$ cat src/design/rsm_pkg.sv
`default_nettype none
package rsm_pkg;

  localparam int unsigned OUT_COUNT_W = 7;

  typedef struct packed {
    logic ins;
    logic shift;
  } rsm_ctl_t;

endpackage
`default_nettype wire

$ cat src/design/rsm_cell.sv
`default_nettype none
module rsm_cell
  import rsm_pkg::*;
#(
  parameter int unsigned VALUE_WIDTH = 16
) (
  input  wire logic                          clk,
  input  wire rsm_ctl_t                      ctl,
  input  wire logic                          valid,
  input  wire logic signed [VALUE_WIDTH-1:0] sample,
  input  wire logic                          left_keep,
  input  wire logic signed [VALUE_WIDTH-1:0] left_val,
  input  wire logic signed [VALUE_WIDTH-1:0] right_val,
  output logic                               keep,
  output logic signed [VALUE_WIDTH-1:0]      val
);

  logic signed [VALUE_WIDTH-1:0] val_r;
  logic signed [VALUE_WIDTH-1:0] val_nxt;

  // a valid entry not above the new sample stays in place
  assign keep = valid && (val_r <= sample);
  assign val  = val_r;

  always_comb begin
    val_nxt = val_r;
    if (ctl.ins) begin
      if (keep) begin
        val_nxt = val_r;
      end else if (left_keep) begin
        val_nxt = sample;
      end else begin
        val_nxt = left_val;
      end
    end else if (ctl.shift) begin
      val_nxt = right_val;
    end
  end

  always_ff @(posedge clk) begin
    val_r <= val_nxt;
  end

endmodule
`default_nettype wire

$ cat src/design/running_set_median_unit.sv
`default_nettype none
// A value-only transaction is inserted, or dropped when full; busy stays low.
// A closing transaction with n > 0 kept values raises busy: the cell chain shifts
// one entry a cycle toward cell 0 until the middle pair is read, then out_valid rises.
// An empty set skips the shift and raises out_valid from ST_MEAN.
// Throughput: one value per cycle while the set fills; busy during readout.
// Reset: synchronous, active low; clears count, overflow flag and control.
// The receiver cannot stall: out_valid is a one-cycle strobe.
module running_set_median_unit
  import rsm_pkg::*;
#(
  parameter int unsigned MAX_COUNT   = 64,
  parameter int unsigned VALUE_WIDTH = 16
) (
  input  wire logic                          clk,
  input  wire logic                          rst_n,
  input  wire logic                          start,
  output logic                               busy,
  input  wire logic signed [VALUE_WIDTH-1:0] in_sample,
  input  wire logic                          in_has_sample,
  input  wire logic                          in_closes_set,
  output logic                               out_valid,
  output logic signed [VALUE_WIDTH-1:0]      out_median,
  output logic [OUT_COUNT_W-1:0]             out_set_count,
  output logic                               out_overflowed
);

  localparam int unsigned CNT_W = $clog2(MAX_COUNT + 1);

  typedef enum logic [1:0] {
    ST_IDLE,
    ST_DRAIN,
    ST_MEAN
  } state_t;

  state_t                        state_r;
  logic [CNT_W-1:0]              count_r;
  logic [CNT_W-1:0]              step_r;
  logic                          drop_r;
  logic signed [VALUE_WIDTH-1:0] lo_val_r;
  logic signed [VALUE_WIDTH-1:0] hi_val_r;
  logic                          out_valid_r;
  logic signed [VALUE_WIDTH-1:0] out_median_r;
  logic [OUT_COUNT_W-1:0]        out_count_r;
  logic                          out_ovf_r;

  logic                          accept;
  logic                          full;
  rsm_ctl_t                      ctl;
  logic [CNT_W-1:0]              count_ins;
  logic [CNT_W-1:0]              lo_idx;
  logic [CNT_W-1:0]              hi_idx;
  logic signed [VALUE_WIDTH:0]   pair_sum;
  logic signed [VALUE_WIDTH:0]   mean_full;

  logic                          keep_w [MAX_COUNT];
  logic signed [VALUE_WIDTH-1:0] val_w  [MAX_COUNT];

  assign busy      = (state_r != ST_IDLE);
  assign accept    = start && !busy;
  assign full      = (count_r == CNT_W'(MAX_COUNT));
  assign ctl.ins   = accept && in_has_sample && !full;
  assign ctl.shift = (state_r == ST_DRAIN);
  assign count_ins = count_r + CNT_W'(ctl.ins);
  assign lo_idx    = (count_r - CNT_W'(1)) >> 1;
  assign hi_idx    = count_r >> 1;

  // mean of the middle pair, exact half away from zero
  assign pair_sum  = {lo_val_r[VALUE_WIDTH-1], lo_val_r}
                   + {hi_val_r[VALUE_WIDTH-1], hi_val_r};
  assign mean_full = pair_sum[VALUE_WIDTH] ? (pair_sum >>> 1)
                                           : ((pair_sum + (VALUE_WIDTH+1)'(1)) >>> 1);

  for (genvar i = 0; i < MAX_COUNT; i++) begin : g_cell
    logic                          left_keep;
    logic signed [VALUE_WIDTH-1:0] left_val;
    logic signed [VALUE_WIDTH-1:0] right_val;

    if (i == 0) begin : g_first
      assign left_keep = 1'b1;
      assign left_val  = in_sample;
    end else begin : g_mid
      assign left_keep = keep_w[i-1];
      assign left_val  = val_w[i-1];
    end

    if (i == MAX_COUNT - 1) begin : g_last
      assign right_val = val_w[i];
    end else begin : g_inner
      assign right_val = val_w[i+1];
    end

    rsm_cell #(
      .VALUE_WIDTH(VALUE_WIDTH)
    ) u_cell (
      .clk       (clk),
      .ctl       (ctl),
      .valid     (CNT_W'(i) < count_r),
      .sample    (in_sample),
      .left_keep (left_keep),
      .left_val  (left_val),
      .right_val (right_val),
      .keep      (keep_w[i]),
      .val       (val_w[i])
    );
  end

  always_ff @(posedge clk) begin
    if (!rst_n) begin
      state_r     <= ST_IDLE;
      count_r     <= '0;
      step_r      <= '0;
      drop_r      <= 1'b0;
      out_valid_r <= 1'b0;
    end else begin
      out_valid_r <= 1'b0;
      unique case (state_r)
        ST_IDLE: begin
          if (accept) begin
            count_r <= count_ins;
            if (in_has_sample && full) begin
              drop_r <= 1'b1;
            end
            if (in_closes_set) begin
              step_r <= '0;
              if (count_ins == '0) begin
                lo_val_r <= '0;
                hi_val_r <= '0;
                state_r  <= ST_MEAN;
              end else begin
                state_r <= ST_DRAIN;
              end
            end
          end
        end
        ST_DRAIN: begin
          // cell 0 holds the entry of rank step_r
          if (step_r == lo_idx) begin
            lo_val_r <= val_w[0];
          end
          if (step_r == hi_idx) begin
            hi_val_r <= val_w[0];
            state_r  <= ST_MEAN;
          end
          step_r <= step_r + CNT_W'(1);
        end
        ST_MEAN: begin
          out_valid_r  <= 1'b1;
          out_median_r <= mean_full[VALUE_WIDTH-1:0];
          out_count_r  <= OUT_COUNT_W'(count_r);
          out_ovf_r    <= drop_r;
          count_r      <= '0;
          drop_r       <= 1'b0;
          state_r      <= ST_IDLE;
        end
        default: begin
          state_r <= ST_IDLE;
        end
      endcase
    end
  end

  assign out_valid      = out_valid_r;
  assign out_median     = out_median_r;
  assign out_set_count  = out_count_r;
  assign out_overflowed = out_ovf_r;

endmodule
`default_nettype wire

$ cat config.mk
export PLATFORM = sky130hd
export DESIGN_NAME = running_set_median_unit
export DESIGN_NICKNAME = d
export VERILOG_FILES = /design/src/design/rsm_pkg.sv /design/src/design/rsm_cell.sv /design/src/design/running_set_median_unit.sv
export SDC_FILE = /design/constraint.sdc
export NUM_CORES = 2
export LEC_CHECK = 0
export ABC_AREA = 0
export BUFFER_PORTS_ARGS = -buffer_cell sky130_fd_sc_hd__buf_4
export CAP_MARGIN = 20
export CORE_ASPECT_RATIO = 0.75
export CORE_UTILIZATION = 45
export DETAILED_ROUTE_END_ITERATION = 10
export PLACE_DENSITY = 0.68
export REMOVE_ABC_BUFFERS = 1
export SLEW_MARGIN = 25
export SYNTH_ARGS = -nofsm -noshare
export SYNTH_HDL_FRONTEND = slang
export SYNTH_HIERARCHICAL = 1
export SYNTH_SLANG_ARGS = --single-unit
$ cat constraint.sdc
create_clock -name clk -period 6.2 [get_ports clk]
set_clock_uncertainty 0.1 [all_clocks]
set_input_delay 1.24 -clock clk [delete_from_list [all_inputs] [get_ports clk]]
set_output_delay 1.24 -clock clk [all_outputs]
set_load 0.02 [all_outputs]
==> reports/results.ini <==
[run_status]
status=complete, no violations

[global_routing]
grt_use_met1=0.4077
grt_pass1_wl_um=401600
busiest_layer=met1
grt.total_usage=0.2612
grt_max_degree=203
antenna_found_initial=5
gr-total-overflow=0
grt_pass1_vias=68310
grtUsageMet2=0.3666
grt_use_met3=0.04791

[clocking]
numCtsBuffers=116
cts_tree=yes
post_cts_resized=0
htreeDepth=3
clk_latency_ns=0.79
holdBufCountCts=0
post_cts_buffers=0
clkSlewWorstSetupHoldPaths_ns=0.07
cts_root_buf=clkbuf_16
clock_sinks=1098
cts_buffer_depth=3

[die]
io_pins=47
core_area_sq_um=191500
rows=139
fp.dieW_um=509.1
dieArea_sq_um=194700
start_util=0.4533
die_height_um=382.3

[detailed_routing]
viasPerCell=5.949
drc=0
drt-initial-drc-count=9202
wl_um=260700
drt_pass1_iterations=8
wl_per_cell_um=21.71
antenna_left=0
vias=71430

[timing]
slew_viol_final=0
setup_slack_ns=1.285
hold_violations=0
max_slew.worst_pin.slew_ns=1.139
tns_ns=0
rsz0062_at_grt=no
period_minus_slack_ns=4.915
setup_viol=0
max_freq_mhz=203.4
finalCritPeriodShare=0.7928
max_slew_margin=0.2409

[power_and_ir_drop]
leakage_nw=39.85
p_per_area_nw_per_um2=266.0
irDropWorstVdd_mv=0.2615
finalPower_w=0.02532

[place]
place_ws_ns=0.9939
port_buffers=46
globalplace.congestion=0.9270
dpl-instance-area_sq_um=91270
dpl.hpwl_um=191000

[final_layout]
fin_nets=10440
syn_to_final_growth_pct=9.667
final_cell_mix=1382 x a21oi_1, 1303 x inv_1, 1252 x nor2_1, 1089 x mux2i_1, 1080 x edfxtp_1
seqCellArea_sq_um=32790
finalInstanceArea_sq_um=95190
final_common_cell=a21oi_1
multi_input_comb_area_sq_um=47510
drive_gt1_frac=0.08344
fill_cells=17350

[setup_path]
worst-setup-path-type=reg -> reg
cp_max_fo=199
start_kind=register
crit_path_end_kind=register
required_ns=6.56
arrival_ns=5.28

[synthesis]
synth.avg_cell_area_sq_um=9.304
yosysWarnings=6
synthCells=9329
netlist_area_sq_um=86800

[min_path]
min_path_type=reg -> reg

[flow_run]
maxCapViolations=0

where the power goes:
part           leakage [nW]  internal (W)  switching (W)
registers              10.3       0.00984        0.00127
logic                  27.6       0.00259        0.00418
clock network          1.91       0.00420        0.00324
total                  39.9        0.0166        0.00870
per-layer routing:
metal | part of all wire | up-vias
met5 | 0.000050 | -
met4 | 0.022 | 2
met3 | 0.10 | 348
met2 | 0.41 | 3289
met1 | 0.47 | 34540
li1 | - | 33250
final cells by class:
class,instances,area share
Multi-Input combinational cell,6522,0.4991
Sequential cell,1098,0.3445
Tap cell,2538,0.03336
Clock buffer,134,0.03188
Timing Repair Buffer,326,0.03055
Clock inverter,85,0.009149
Antenna cell,2,0.00005258
Inverter,1303,0.05138
per-stage QoR:
step	utilization	std cells	hold WS (ns)
2_1_floorplan	-	8923	0.3088
3_3_place_gp	0.4766	11790	0.3600
3_5_place_dp	0.4766	11790	0.3618
4_1_cts	0.4970	12010	0.3770
5_1_grt	0.4971	12010	0.3821
6_report	0.4971	12010	0.3769
flip-flops by register name (all words and copies together) (netlist names):
name / cells
count_r: 7
state_r: 2
drop_r: 1
hi_val_r: 16
out_overflowed: 1
out_valid: 1
step_r: 7
out_set_count: 7
lo_val_r: 16
g_cell.u_cell/val: 1024
out_median: 16
worst max-delay path: stages, from the launching register on:
cell and delay (ns):
dfxtp_1 0.83, inv_1 0.21, ha_1 0.27, nand4_1 0.18, nor2_1 0.11, nor2_4 0.19
buf_12 0.43, buf_12 0.65, nand2_1 0.14, o31ai_2 0.82, buf_4 0.32
final timing paths:
kind / from / end / slack (ns) / depth (start not counted)
worst max register to register: count_r[1] / g_cell[40].u_cell/val[12] / 1.28 / 10
worst min register to register: drop_r / out_overflowed / 0.38 / 0
worst max-delay path: count_r[1] / g_cell[40].u_cell/val[12] / 1.28 / 10
worst min-delay path: drop_r / out_overflowed / 0.38 / 0
Note: power is estimated with default switching activity, not from simulation.
